### src/sv/spsu_pkg.sv
// ----------------------------------------------------------------------------
// spsu_pkg
// Shared types, widths and constants of the swerve module pd steering unit.
// ----------------------------------------------------------------------------
`default_nettype none
package spsu_pkg;

	// field widths
	localparam int LEN_W      = 12;
	localparam int GAIN_W     = 32;
	localparam int CPT_W      = 8;
	localparam int CMD_W      = 16;
	localparam int PIV_W      = 16;
	localparam int SPD_W      = 17;
	localparam int CFG_IDX_W  = 3;
	localparam int CFG_DATA_W = 32;

	// internal widths
	localparam int K_W      = 17;  // chassis ratio, q1.16, up to 1.0
	localparam int COMP_W   = 18;  // mixed component
	localparam int SQ_W     = 34;  // square root operand
	localparam int ROOT_W   = 17;
	localparam int KNUM_W   = 56;  // ratio dividend width
	localparam int DIVR_W   = 25;  // divisor width
	localparam int XW       = 20;  // cordic x / y
	localparam int ZW       = 26;  // cordic angle, q.16 degrees
	localparam int AT_W     = 22;
	localparam int IDX_W    = 5;
	localparam int ANG_W    = 17;  // setpoint, q.7 degrees
	localparam int QUOT_W   = 33;
	localparam int CUR_W    = 49;  // current angle, q.7 degrees
	localparam int ERR_W    = 48;
	localparam int DER_W    = 49;
	localparam int OP_W     = 50;
	localparam int HALF_W   = 25;
	localparam int MB_W     = 26;
	localparam int MP_W     = 58;
	localparam int PROD_W   = 84;

	// register indexes
	localparam logic [CFG_IDX_W-1:0] REG_LENGTH = 3'd0;
	localparam logic [CFG_IDX_W-1:0] REG_WIDTH  = 3'd1;
	localparam logic [CFG_IDX_W-1:0] REG_PROP   = 3'd2;
	localparam logic [CFG_IDX_W-1:0] REG_DERIV  = 3'd3;
	localparam logic [CFG_IDX_W-1:0] REG_CPT    = 3'd4;

	// register reset values
	localparam logic [LEN_W-1:0]  LENGTH_RST = 12'd600;
	localparam logic [LEN_W-1:0]  WIDTH_RST  = 12'd600;
	localparam logic [CPT_W-1:0]  CPT_RST    = 8'd5;

	// quotient clamp keeps the angle below 2^48 in q.7
	localparam logic [QUOT_W-1:0] QUOT_MAX   = 33'd6108397932;
	// 360 degrees times 2^7
	localparam logic [15:0]       DEG_SCALE  = 16'd46080;
	// 90 degrees in q.16
	localparam logic signed [ZW-1:0] Z_QUARTER = 26'sd5898240;

	// atan(2^-i) in degrees, q.16
	function automatic logic [AT_W-1:0] atan_deg(input logic [IDX_W-1:0] i);
		logic [AT_W-1:0] v;
		begin
			case (i)
				5'd0:  v = 22'd2949120;
				5'd1:  v = 22'd1740967;
				5'd2:  v = 22'd919879;
				5'd3:  v = 22'd466945;
				5'd4:  v = 22'd234379;
				5'd5:  v = 22'd117304;
				5'd6:  v = 22'd58666;
				5'd7:  v = 22'd29335;
				5'd8:  v = 22'd14668;
				5'd9:  v = 22'd7334;
				5'd10: v = 22'd3667;
				5'd11: v = 22'd1833;
				5'd12: v = 22'd917;
				5'd13: v = 22'd458;
				5'd14: v = 22'd229;
				5'd15: v = 22'd115;
				5'd16: v = 22'd57;
				5'd17: v = 22'd29;
				5'd18: v = 22'd14;
				5'd19: v = 22'd7;
				5'd20: v = 22'd4;
				5'd21: v = 22'd2;
				5'd22: v = 22'd1;
				default: v = 22'd0;
			endcase
			return v;
		end
	endfunction

	typedef struct packed {
		logic       load;
		logic       k_div;
		logic       k_sqrt;
		logic       k_store;
		logic       comp;
		logic       sq1;
		logic       sq2;
		logic       go;
		logic       err;
		logic       mul;
		logic       acc;
		logic       acc_clr;
		logic       store;
		logic       publish;
		logic [1:0] idx;
		logic [1:0] mul_sel;
	} spsu_cmd_t;

	typedef struct packed {
		logic div_busy;
		logic sqrt_busy;
		logic cordic_busy;
	} spsu_sts_t;

endpackage
`default_nettype wire

### src/sv/spsu_ctrl.sv
// ----------------------------------------------------------------------------
// spsu_ctrl
// Sequencer: ratio refresh when the ratios are dirty, mixing, then four wheel passes and hand-off.
// ----------------------------------------------------------------------------
`default_nettype none
module spsu_ctrl (
	input  wire logic                 clk,
	input  wire logic                 arst_n,
	input  wire logic                 in_valid,
	output logic                      in_ready,
	input  wire logic                 k_dirty,
	input  wire logic                 out_hold,
	input  wire spsu_pkg::spsu_sts_t  sts,
	output spsu_pkg::spsu_cmd_t       cmd
);

	localparam logic [3:0] S_IDLE   = 4'd0;
	localparam logic [3:0] S_KDIV   = 4'd1;
	localparam logic [3:0] S_KDWAIT = 4'd2;
	localparam logic [3:0] S_KSQRT  = 4'd3;
	localparam logic [3:0] S_KSWAIT = 4'd4;
	localparam logic [3:0] S_COMP   = 4'd5;
	localparam logic [3:0] S_SQ1    = 4'd6;
	localparam logic [3:0] S_SQ2    = 4'd7;
	localparam logic [3:0] S_GO     = 4'd8;
	localparam logic [3:0] S_WAIT   = 4'd9;
	localparam logic [3:0] S_ERR    = 4'd10;
	localparam logic [3:0] S_MUL    = 4'd11;
	localparam logic [3:0] S_STORE  = 4'd12;
	localparam logic [3:0] S_DONE   = 4'd13;

	logic [3:0] state_q, state_n;
	logic [1:0] idx_q, idx_n;
	logic [2:0] cnt_q, cnt_n;
	logic       units_busy;

	assign units_busy = sts.div_busy | sts.sqrt_busy | sts.cordic_busy;

	always_comb begin
		state_n  = state_q;
		idx_n    = idx_q;
		cnt_n    = cnt_q;
		cmd      = '0;
		cmd.idx  = idx_q;
		in_ready = 1'b0;
		case (state_q)
			S_IDLE: begin
				in_ready = 1'b1;
				if (in_valid) begin
					cmd.load = 1'b1;
					idx_n    = 2'd0;
					state_n  = k_dirty ? S_KDIV : S_COMP;
				end
			end
			S_KDIV: begin
				cmd.k_div = 1'b1;
				state_n   = S_KDWAIT;
			end
			S_KDWAIT: begin
				if (!sts.div_busy) begin
					state_n = S_KSQRT;
				end
			end
			S_KSQRT: begin
				cmd.k_sqrt = 1'b1;
				state_n    = S_KSWAIT;
			end
			S_KSWAIT: begin
				if (!sts.sqrt_busy) begin
					cmd.k_store = 1'b1;
					if (idx_q == 2'd1) begin
						idx_n   = 2'd0;
						state_n = S_COMP;
					end else begin
						idx_n   = 2'd1;
						state_n = S_KDIV;
					end
				end
			end
			S_COMP: begin
				cmd.comp = 1'b1;
				idx_n    = idx_q + 2'd1;
				if (idx_q == 2'd3) begin
					state_n = S_SQ1;
				end
			end
			S_SQ1: begin
				cmd.sq1 = 1'b1;
				state_n = S_SQ2;
			end
			S_SQ2: begin
				cmd.sq2 = 1'b1;
				state_n = S_GO;
			end
			S_GO: begin
				cmd.go  = 1'b1;
				state_n = S_WAIT;
			end
			S_WAIT: begin
				if (!units_busy) begin
					state_n = S_ERR;
				end
			end
			S_ERR: begin
				cmd.err = 1'b1;
				cnt_n   = 3'd0;
				state_n = S_MUL;
			end
			S_MUL: begin
				cmd.mul     = (cnt_q != 3'd4);
				cmd.mul_sel = cnt_q[1:0];
				cmd.acc     = (cnt_q != 3'd0);
				cmd.acc_clr = (cnt_q == 3'd1);
				cnt_n       = cnt_q + 3'd1;
				if (cnt_q == 3'd4) begin
					state_n = S_STORE;
				end
			end
			S_STORE: begin
				cmd.store = 1'b1;
				idx_n     = idx_q + 2'd1;
				state_n   = (idx_q == 2'd3) ? S_DONE : S_SQ1;
			end
			S_DONE: begin
				if (!out_hold) begin
					cmd.publish = 1'b1;
					state_n     = S_IDLE;
				end
			end
			default: begin
				state_n = S_IDLE;
			end
		endcase
	end

	always_ff @(posedge clk or negedge arst_n) begin
		if (!arst_n) begin
			state_q <= S_IDLE;
			idx_q   <= 2'd0;
			cnt_q   <= 3'd0;
		end else begin
			state_q <= state_n;
			idx_q   <= idx_n;
			cnt_q   <= cnt_n;
		end
	end

endmodule
`default_nettype wire

### config.mk
export PLATFORM = sky130hd
export DESIGN_NAME = spsu_ctrl
export DESIGN_NICKNAME = d
export VERILOG_FILES = /design/src/sv/spsu_pkg.sv /design/src/sv/spsu_ctrl.sv
export SDC_FILE = /design/constraint.sdc
export NUM_CORES = 1
export LEC_CHECK = 0
export BUFFER_PORTS_ARGS = -buffer_cell sky130_fd_sc_hd__buf_2
export CAP_MARGIN = 30
export CORE_MARGIN = 2
export CORE_UTILIZATION = 50
export DETAILED_ROUTE_END_ITERATION = 16
export PLACE_DENSITY = 0.78
export SLEW_MARGIN = 10
export SYNTH_ARGS = -nofsm -noshare
export SYNTH_HDL_FRONTEND = slang
export SYNTH_SLANG_ARGS = --single-unit
### constraint.sdc
create_clock -name clk -period 2.45 [get_ports clk]
set_input_delay 0.245 -clock clk [delete_from_list [all_inputs] [get_ports clk]]
set_output_delay 0.245 -clock clk [all_outputs]
set_load 0.05 [all_outputs]
== After elaboration in Yosys (flattened, before gate mapping) ==
Cells that the tools add are included.

* Add/sub/neg operators: 2
* $mul: 0
* Divide/modulo/power cells: 0
* Order comparisons: 0
* Equal/unequal tests: 25
* Shifts and indexed selects: 0
* Muxes and demuxes: 33
* Bitwise logic cells: 2
* Reductions and logical operators: 7

{| class="wikitable"
|+ Operator list
! kind !! count
|-
| $pmux 4 s14 || 1
|-
| $mux 4 || 8
|-
| $eq 4x4->1 const B || 6
|-
| $eq 4x3->1 const B || 4
|-
| $mux 1 || 16
|-
| $ne 2x2->1 const B || 7
|-
| $mux 3 || 3
|-
| $eq 4x2->1 const B || 2
|-
| $reduce_and 7->1 || 1
|-
| $mux 2 || 3
|-
| $pmux 2 s3 || 1
|-
| $pmux 3 s2 || 1
|-
| $reduce_bool 3->1 || 2
|-
| $eq 4x1->1 const B || 1
|-
| $logic_not 4->1 || 1
|-
| $add 3x1->3 const B || 1
|-
| $eq 3x1->1 const B || 1
|-
| $eq 3x3->1 const B || 1
|-
| $ne 3x3->1 const B || 1
|-
| $reduce_and 3->1 || 1
|-
| $add 2x1->2 const B || 1
|-
| $eq 2x1->1 const B || 1
|-
| $eq 2x2->1 const B || 1
|-
| $or 1x1->1 || 2
|-
| 2 further kinds || 2
|}

* Register bits after elaboration: 9
* Bits in latches: 0
* Memory bits (writable): 0
* ROM bits: 0
* Input port bits: 8
* Output and inout bits: 19
* Word-level logic and storage cells: 72
* Memories: 0

== Depth between registers and ports, before layout ==
Gate-level depths: netlist of the first run.

* Depth after elaboration: 4
* Gate-level depth with buffers: 6
* Gate-level depth less buffers: 6

== Least setup slack after synthesis of the first run ==
Ideal clock, no wire load.

* Path type: register to output
* From: reg state_q[3]
* To: out cmd[17] in the netlist's numbering
* Arrival time: 2.408 ns
* Data required time: 2.205 ns
* Path slack: -0.203 ns
* Stages on the path, launching flop included: 5
* Path buffers: 2
* Path through: dfrtp_1 -> clkbuf_4 -> buf_2 -> nor3_1 -> and2_1

{| class="wikitable"
|+ RTL lines
! what !! line !! text
|-
| start, declared || spsu_ctrl.sv:32 || <nowiki>logic [3:0] state_q, state_n;</nowiki>
|-
| start signal, assigned || spsu_ctrl.sv:142 || <nowiki>state_q <= state_n;</nowiki>
|-
| end, declared || spsu_ctrl.sv:14 || <nowiki>output spsu_pkg::spsu_cmd_t cmd</nowiki>
|}

==> results.json, run 1 <==
{
  "run_status": "completed",
  "cp_slowest_stage_delay_ps": 540,
  "slew_violations": 0,
  "hpwl_um": 1590,
  "layout-drive-gt1-share_pct": 28.7,
  "root_buffer": "clkbuf_4",
  "rows": 15,
  "fin_crit_ps": 1920,
  "worst_slack_ps": 525,
  "r2r-start": "state_q[1]",
  "skew_ps": 8.67,
  "period_share_pct": 78.6,
  "peakVddDrop_mv": 0.677,
  "final.setup.tns_ps": 0,
  "numPortBuffers": 26,
  "cts_resized": 0,
  "grt_max_degree": 20,
  "grt_first_pass_wirelength_um": 3410,
  "first_pass_iters": 4,
  "ys_seq_elements": 9,
  "critical_path_class": "register to output pin",
  "netSwitchingPower_mw": 0.834,
  "viasPerCell": 5.42,
  "holdBufCountCts": 1,
  "grt_use_total_pct": 22.3,
  "netSwitchingFraction_pct": 55.6,
  "syn_to_final_growth_pct": 21.1,
  "timing.hold.ws_ps": 359,
  "dieArea_um2": 2130,
  "clkTransAtPathRegs_ps": 60,
  "p_per_area_nw_per_um2": 1390,
  "ios": 27,
  "postSynthCellCount": 109,
  "antenna_cells": 0,
  "wl_um": 2070,
  "die_h_um": 46.2,
  "crit_path_start": "state_q[1]",
  "slowest_stage": "dfrtp_1",
  "start_kind": "register",
  "pre_cts_slack_ps": 556,
  "reg2reg_depth": 4,
  "chipWidth_um": 46.2,
  "drcViolationCount": 0,
  "hold_path_class": "primary input to async pin",
  "ys_warn_count": 0,
  "final_cell_count_no_fill": 161,
  "placed_cells": 156,
  "drt_iter0_markers": 22,
  "fp.coreArea_um2": 1710,
  "htree_levels": 1,
  "grt_pass1_vias": 762,
  "cts_sinks": 9,
  "routabilityCongestion": 0.829,
  "num_vias": 872,
  "clk_path_buf_depth": 2,
  "r2r_setup_slack_ps": 540,
  "rsz0062_at_grt": "no",
  "seqPwrFrac_pct": 21.7,
  "synth_top_area_share_pct": 25.3,
  "ys_types": 39,
  "syn_avg_cell_area_um2": 8.16,
  "start_util_pct": 52.1,
  "synth_edf_count": 0,
  "cts_tree": "built",
  "cts_made_buffers": 3,
  "ant_nets": 0,
  "ys.flop_type": "dfrtp_1",
  "clkPwrFrac_pct": 7.8,
  "crit_chain": "nand2b_1, nor3_1, buf_2",
  "routedWlPerCell_um": 12.8,
  "required_ps": 2200,
  "clk_latency_ps": 270,
  "antenna_found_initial": 0,
  "yosysSeqAreaShare_pct": 25.3,
  "fmax_mhz": 520,
  "ys_async_sr_fraction_pct": 100,
  "syn_nets": 122,
  "syn_area_um2": 890,
  "fin_nets": 150,
  "final_util_pct": 63.1,
  "critPathMaxFanout": 17,
  "critPathArrivalTime_ps": 1680,
  "synth_area_leaders": "dfrtp_1 (25%), ha_1 (7.0%), a2111oi_4 (6.2%), nor2_1 (5.9%), nand2b_1 (5.6%)",
  "slew_headroom_pct": 70.9,
  "combPwrFrac_pct": 70.5,
  "max_cap_viol_count": 0,
  "cts_setup_buffers": 0,
  "endpoint_kind": "output pin",
  "r2r-end": "state_q[0]",
  "power.leakage_nw": 0.542,
  "yosys.area.top_type": "dfrtp_1",
  "p_int_mw": 0.666,
  "setup_viol": 0,
  "worstMarginPinSlew_ps": 437,
  "gr-total-overflow": 0,
  "hold_viol_final": 0
}
[synthesized netlist by cell type (2+ instances only)]
| library cell | n |
|---|---|
| o21ai_0 | 4 |
| a2111oi_4 | 2 |
| nor2_1 | 14 |
| a22o_1 | 2 |
| dfrtp_1 | 9 |
| mux2i_1 | 4 |
| buf_2 | 3 |
| nand2_1 | 11 |
| inv_1 | 5 |
| nor3_1 | 8 |
| nand2b_1 | 8 |
| a21oi_1 | 5 |
| ha_1 | 5 |
| nor2b_1 | 3 |
| clkbuf_1 | 2 |
[worst max-delay path, delay by kind of cell (launching register included)]
family | cells | cell delay [ps]
AND/OR/NAND/NOR | 2 | 590
flip-flops | 1 | 540
buffers and inverters | 1 | 290
[routing by layer]
layer,GRT usage (%),vias to the layer above,part of all wire (%)
met5,0,-,0
met3,5.88,2,5.4
met2,33.6,27,46
li1,-,434,-
met1,30.8,409,48
met4,6.86,0,0.92
[final cells by class]
type                       instances  area [µm²]
inverter                           6        22.5
timing repair buffer              30         163
fill                             147         631
sequential                         9         225
tap                               25        31.3
clock buffer                       4        26.3
multi-input combinational         87         609
[metrics by stage]
| stage | instance area (µm²) | power [mW] |
|---|---|---|
| floorplan | 895 | 1.18 |
| global placement | 1040 | 1.35 |
| detailed placement | 1040 | 1.38 |
| CTS | 1080 | 1.51 |
| global route | 1080 | 1.63 |
| finish | 1080 | 1.50 |
[flip-flops by register name, indices dropped and copies added (netlist names)]
name	count
cnt_q	3
idx_q	2
state_q	4
[worst max-delay path by stage]
stage / end / slack, ps
global placement: state_q[0] / 630
finish: cmd[4] / 530
detailed placement: state_q[0] / 560
global route: cmd[7] / 400
floorplan: cmd[17] / 260
CTS: cmd[4] / 520
[logic make-up after synthesis]
| family | share of synthesized area [%] |
|---|---|
| muxes | 7.45 |
| and+or+nand+nor | 32.6 |
| buffers and inverters | 6.75 |
| AOI/OAI and AO/OA | 19.8 |
| adders and majority gates | 7.03 |
| xor gates and xnor gates | 0.985 |
| DFF | 25.3 |
[layout by cell type (no fill, tap or decap), drive strengths merged, types with 2 or more instances in the layout]
master,count
inv,6
o21ai,4
a2111oi,2
a21oi,5
nand2b,8
a22o,2
nand2,11
clkbuf,4
dfrtp,9
nor2b,3
mux2,2
buf,29
nor4,2
ha,5
nor3,8
mux2i,4
nor2,14
[power by group through the flow]
stage                     sequential, mW  combinational [mW]  clock [mW]
final                              0.326                1.06       0.117
after floorplan                    0.296               0.881           0
after CTS                          0.324                1.06       0.123
after global routing               0.344                1.15       0.132
after global placement             0.316                1.03           0
after detailed placement           0.327                1.05           0
Power figures use the tool's default switching activity.
==> inputs of run 2 (changes only) <==
--- a/config.mk
+++ b/config.mk
@@ -5,12 +5,13 @@
 export SDC_FILE = /design/constraint.sdc
 export NUM_CORES = 1
 export LEC_CHECK = 0
+export ABC_AREA = 1
 export BUFFER_PORTS_ARGS = -buffer_cell sky130_fd_sc_hd__buf_2
 export CAP_MARGIN = 30
 export CORE_MARGIN = 2
-export CORE_UTILIZATION = 50
+export CORE_UTILIZATION = 44
 export DETAILED_ROUTE_END_ITERATION = 16
-export PLACE_DENSITY = 0.78
+export PLACE_DENSITY = 0.74
 export SLEW_MARGIN = 10
 export SYNTH_ARGS = -nofsm -noshare
 export SYNTH_HDL_FRONTEND = slang
==> constraint.sdc (replaced) <==
create_clock -name clk -period 1.7 [get_ports clk]
set_input_delay 0.17 -clock clk [delete_from_list [all_inputs] [get_ports clk]]
set_output_delay 0.17 -clock clk [all_outputs]
set_load 0.05 [all_outputs]
==> run 2 against run 1 <==
- sequential power increased by 31%
- clock power is 29% higher
- count of clock-buffer cells in the layout is the same
- utilization down 1.2 points
- critical path type unchanged
- critical endpoint is now cmd[7]
- highest routed layer unchanged
==> results.json, run 2 <==
{
  "cts_sinks": 9,
  "ys_async_sr_fraction_pct": 100,
  "cts_tree": "built",
  "max_cap_viol_count": 0,
  "required_ps": 1530,
  "place_area_um2": 995,
  "drt_iter0_markers": 11,
  "synth_area_leaders": "dfrtp_1 (28%), nand2_1 (14%), nand3_1 (9.9%), inv_1 (9.2%), nor2_1 (7.9%)",
  "rsz0062_at_grt": "yes",
  "htree_levels": 1,
  "start_util_pct": 47.0,
  "crit_cells": 5,
  "final_util_pct": 61.9,
  "yosysSeqAreaShare_pct": 27.7,
  "mostFrequentLayoutCell": "nand2_1",
  "r2r-start": "state_q[2]",
  "endpoint_kind": "output pin",
  "period_share_pct": 98.4,
  "largest_register_ffs": 4,
  "root_buffer": "clkbuf_4",
  "drcViolationCount": 0,
  "rows": 15,
  "postSynthCellCount": 126,
  "fmax_mhz": 598,
  "ys_types": 19,
  "viasPerCell": 4.90,
  "grt_use_total_pct": 20.0,
  "ios": 27,
  "worst_slack_ps": 27.0,
  "synth_top_area_share_pct": 27.7,
  "grt_pass1_vias": 743,
  "pre_cts_slack_ps": 218,
  "r2r-end": "state_q[3]",
  "worstMarginPinSlew_ps": 294,
  "grt_first_pass_wirelength_um": 3080,
  "critPathArrivalTime_ps": 1500,
  "chipWidth_um": 47.0,
  "mostFrequentLayoutCells": "nand2_1 (28), inv_1 (19), buf_2 (19)",
  "critical_path_buf_inv_count": 2,
  "critPathMaxFanout": 6,
  "routedWlPerCell_um": 11.0,
  "critical_path.top_delay_family": "flip-flops",
  "top_register": "state_q",
  "die_h_um": 47.0,
  "reg2reg_depth": 8,
  "power.leakage_nw": 0.610,
  "layout-drive-gt1-share_pct": 35.0,
  "synthTopCellsByCount": "nand2_1 (30), inv_1 (20), nor2_1 (17)",
  "wl_um": 2000,
  "crit_path_start": "state_q[1]",
  "run_status": "completed",
  "synth_edf_count": 0,
  "fp.coreArea_um2": 1730,
  "slowest_stage": "dfrtp_1",
  "clk_latency_ps": 250,
  "cts_setup_buffers": 0,
  "p_per_area_nw_per_um2": 1800,
  "fin_crit_ps": 1670,
  "gr-total-overflow": 0,
  "start_kind": "register",
  "fin_nets": 171,
  "syn_to_final_growth_pct": 31.6,
  "cp-endpoint": "cmd[7]",
  "critical_path_class": "register to output pin",
  "clkTransAtPathRegs_ps": 50,
  "antenna_cells": 0,
  "numPortBuffers": 26,
  "crit_chain": "nand2_1, inv_2, nand2_2, a21oi_2, buf_4",
  "syn_avg_cell_area_um2": 6.44,
  "num_vias": 892,
  "setup_viol": 0,
  "grt_max_degree": 10,
  "ant_nets": 0,
  "hpwl_um": 1640,
  "cts_made_buffers": 3,
  "hold_viol_final": 0,
  "reg_top3": "state_q x4, cnt_q x3, idx_q x2",
  "r2r_setup_slack_ps": 230,
  "ys_warn_count": 0,
  "cp_slowest_stage_delay_ps": 480,
  "hold_path_class": "primary input to async pin",
  "syn_area_um2": 812,
  "yosys.area.top_type": "dfrtp_1",
  "ys.flop_type": "dfrtp_1",
  "dieArea_um2": 2210,
  "final_cell_area_um2": 1070,
  "routabilityCongestion": 0.947,
  "antenna_found_initial": 0,
  "clk_path_buf_depth": 2,
  "slew_headroom_pct": 80.4,
  "first_pass_iters": 4,
  "yosysMostFrequentCell": "nand2_1",
  "ys_seq_elements": 9,
  "slew_violations": 0,
  "syn_nets": 139,
  "peakVddDrop_mv": 1.09,
  "skew_ps": 1.10
}
==> run 2: cell count changes after synthesis, sizes merged, moves of 3 or more <==
cell	previous run	this run
a21oi	5	2
nor2b	3	0
inv	6	21
nand3	1	17
clkbuf	3	0
buf	4	0
nand2b	8	0
nor3	8	4
nand2	11	34
mux2i	4	0
nor2	14	24
==> run 2: final cells by class <==
type | count | area (µm²)
repair buffers | 27 | 158
multi-input cells | 96 | 547
well taps | 25 | 31.3
flip-flops and latches | 9 | 228
fillers | 187 | 658
inverters | 21 | 78.8
clock buffers | 4 | 26.3
==> run 2: repair_timing <==
action                                 in CTS  in global routing
resized for setup                           5                 11
pin swaps                                   0                  0
setup endpoints to repair                   7                 17
cloned                                      0                  0
hold buffers                                1                  0
endpoints found under the hold margin       9                  0
==> run 2: stage by stage <==
stage	setup TNS [ps]	hold WS [ps]	total power [mW]	cells
2_1_floorplan	0	-126	1.44	126
3_3_place_gp	0	24.5	1.69	177
3_5_place_dp	0	24.9	1.71	177
4_1_cts	-16.6	285	1.88	182
5_1_grt	-128	301	2.10	182
6_report	0	290	1.92	182
==> run 2: logic make-up (layout without fill, tap and decap cells) <==
kind of cell             Yosys count  after routing  share of synthesized area [%]
AND/OR/NAND/NOR                   81             81                           48.1
flip-flops                         9              9                           27.7
AO/OA/AOI/OAI                      9              9                           5.70
buffers and inverters             21             52                           9.71
adder cells (fa/ha/maj)            5              5                           7.70
XOR/XNOR                           1              1                           1.08
==> run 2: power breakdown <==
part	switching (mW)	leakage (nW)	internal (mW)	total [mW]
clock network	0.0613	0.0150	0.0896	0.151
logic	0.972	0.480	0.371	1.34
registers	0.122	0.115	0.304	0.426
==> run 2: worst min-delay path by stage <==
stage / to / slack, ps / cells past startpoint
2_1_floorplan: cnt_q[0] / -130 / 0
3_3_place_gp: cnt_q[1] / 20 / 1
3_5_place_dp: cnt_q[2] / 20 / 1
4_1_cts: cnt_q[2] / 280 / 2
5_1_grt: idx_q[0] / 300 / 2
6_report: cnt_q[2] / 290 / 2
==> run 2: routing by layer <==
layer | up-vias | share of wire (%) | global-route usage [%]
met5 | - | 0 | 0
met4 | 0 | 2.8 | 11.7
met3 | 6 | 6.2 | 1.92
met2 | 35 | 44 | 31.0
met1 | 390 | 47 | 27.0
li1 | 461 | - | -
==> inputs of run 3 (changes only) <==
--- a/config.mk
+++ b/config.mk
@@ -11,7 +11,7 @@
 export CORE_MARGIN = 2
 export CORE_UTILIZATION = 44
 export DETAILED_ROUTE_END_ITERATION = 16
-export PLACE_DENSITY = 0.74
+export PLACE_DENSITY = 0.84
 export SLEW_MARGIN = 10
 export SYNTH_ARGS = -nofsm -noshare
 export SYNTH_HDL_FRONTEND = slang
==> run 3 against run 2 <==
- final cell count is 0.55% higher
- register-to-register slack barely moved
- wire length up 8.6%
- hold slack got worse by 12 ps
- count of clock-buffer cells in the layout unchanged
- non-clock buffer count rose by 1
- sequential power rose by 2%
- sequential cell count stayed put
- sequential share of layout area decreased by 0.16 points
- clock skew increased by 5.6 ps
- utilization increased by 1.2 points
==> results.json, run 3 (synthesis gave the netlist of run 2 again) <==
{
  "run_status": "completed",
  "drt_iter0_markers": 13,
  "final.setup.tns_ps": 0,
  "n_fill_cell": 166,
  "clk_path_buf_depth": 2,
  "final_cell_count_no_fill": 183,
  "htree_levels": 1,
  "critical_path_buf_inv_count": 3,
  "netSwitchingFraction_pct": 60.5,
  "num_vias": 918,
  "grt_pass1_vias": 823,
  "cts_sinks": 9,
  "peakVddDrop_mv": 1.08,
  "reg_top3": "state_q x4, cnt_q x3, idx_q x2",
  "largest_register_ffs": 4,
  "hpwl_um": 1700,
  "worstMarginPinSlew_ps": 302,
  "gr-total-overflow": 0,
  "slew_violations": 0,
  "slew_headroom_pct": 79.8,
  "routedWlPerCell_um": 11.9,
  "fmax_mhz": 614,
  "grt_use_total_pct": 22.0,
  "multiInputGateArea_um2": 547,
  "grt_first_pass_wirelength_um": 3410,
  "antenna_found_initial": 0,
  "ios": 27,
  "start_util_pct": 47.0,
  "period_share_pct": 95.9,
  "routabilityCongestion": 0.897,
  "setup_viol": 0,
  "max_cap_viol_count": 0,
  "clkTransAtPathRegs_ps": 60,
  "hold_viol_final": 0,
  "cts_made_buffers": 3,
  "layout-drive-gt1-share_pct": 36.7,
  "path_common_cell": "inv_1",
  "hold_path_class": "primary input to async pin",
  "combPwrFrac_pct": 69.6,
  "critical_path.top_delay_family": "flip-flops",
  "finalPower_mw": 1.98,
  "reg2reg_depth": 9,
  "fp.coreArea_um2": 1730,
  "highest_layer": "met4",
  "cts_tree": "built",
  "crit_cells": 5,
  "mostFrequentLayoutCell": "nand2_1",
  "top_register": "state_q",
  "crit_path_start": "state_q[2]",
  "critPathArrivalTime_ps": 1460,
  "netSwitchingPower_mw": 1.20,
  "clkPwrFrac_pct": 8.5,
  "seqPwrFrac_pct": 21.9,
  "first_pass_iters": 4,
  "mostFrequentLayoutCells": "nand2_1 (28), inv_1 (19), nand3_1 (16)",
  "chipWidth_um": 47.0,
  "antenna_cells": 0,
  "start_kind": "register",
  "ant_nets": 0,
  "cp_slowest_stage_delay_ps": 450,
  "die_h_um": 47.0,
  "drcViolationCount": 0,
  "wl_um": 2170,
  "grt_max_degree": 10,
  "placed_cells": 177,
  "crit_chain": "inv_1, nor2_4, nand2_1, inv_1, buf_2",
  "fin_crit_ps": 1630,
  "slowest_stage": "dfrtp_2",
  "fin_nets": 172,
  "route.met3.wl_um": 110,
  "endpoint_kind": "output pin",
  "wl_met1_um": 927,
  "critPathMaxFanout": 7,
  "clk_latency_ps": 270,
  "wl_met2_um": 1110,
  "power.leakage_nw": 0.612,
  "dieArea_um2": 2210,
  "p_int_mw": 0.783,
  "viasPerCell": 5.02,
  "rows": 15,
  "syn_to_final_growth_pct": 34.1,
  "root_buffer": "clkbuf_4",
  "regArea_um2": 230,
  "rsz0062_at_grt": "yes",
  "r2r-start": "cnt_q[0]",
  "numPortBuffers": 26,
  "critical_path_class": "register to output pin",
  "skew_ps": 6.74,
  "p_per_area_nw_per_um2": 1820,
  "required_ps": 1530
}
-- run 3: cell types whose count changed in the layout (fill, tap and decap cells not counted), sizes merged --
| cell | previous run | this run |
|---|---|---|
| clkbuf | 6 | 7 |
-- run 3: final cells by class --
class | count | share of cell area, %
Timing Repair Buffer | 28 | 16.1
Tap cell | 25 | 2.87
Inverter | 21 | 7.24
Sequential cell | 9 | 21.1
Multi-Input combinational cell | 96 | 50.2
Clock buffer | 4 | 2.41
-- run 3: worst paths after layout --
path / to / slack, ps
hold / removal: idx_q[1] / 280
setup / recovery: cmd[13] / 70
max in group asynchronous: state_q[1] / 1220
setup reg to reg: state_q[0] / 220
min in group clk: state_q[2] / 350
hold reg to reg: state_q[1] / 580
-- run 3: what timing repair did --
item | CTS | global route
cloned | 0 | 0
hold buffers | 1 | 0
endpoints found under the hold margin | 9 | 0
endpoints found under the setup margin | 8 | 17
buffers inserted | 0 | 1
gates resized for setup | 9 | 15
-- run 3: per-layer routing --
layer,GRT usage [%],vias to the layer above
met3,1.15,2
met4,10.0,0
met2,35.9,30
met5,0,-
li1,-,460
met1,30.1,426
-- run 3: power by group through the flow --
stage	combinational, mW	clock, mW	sequential [mW]
3_3_place_gp	1.31	0	0.406
3_5_place_dp	1.32	0	0.412
2_1_floorplan	0.973	0	0.466
4_1_cts	1.34	0.180	0.413
5_1_grt	1.53	0.183	0.452
6_report	1.38	0.168	0.435
-- run 3: through the flow --
step           hold slack (ps)  setup WS, ps  cell area [µm²]  util [%]
2_1_floorplan             -126          58.3              833         -
3_3_place_gp              28.8           221              995      57.6
3_5_place_dp              29.1           211              995      57.6
4_1_cts                    270          8.73             1050      60.8
5_1_grt                    299         -13.1             1090      63.0
6_report                   278          70.5             1090      63.0
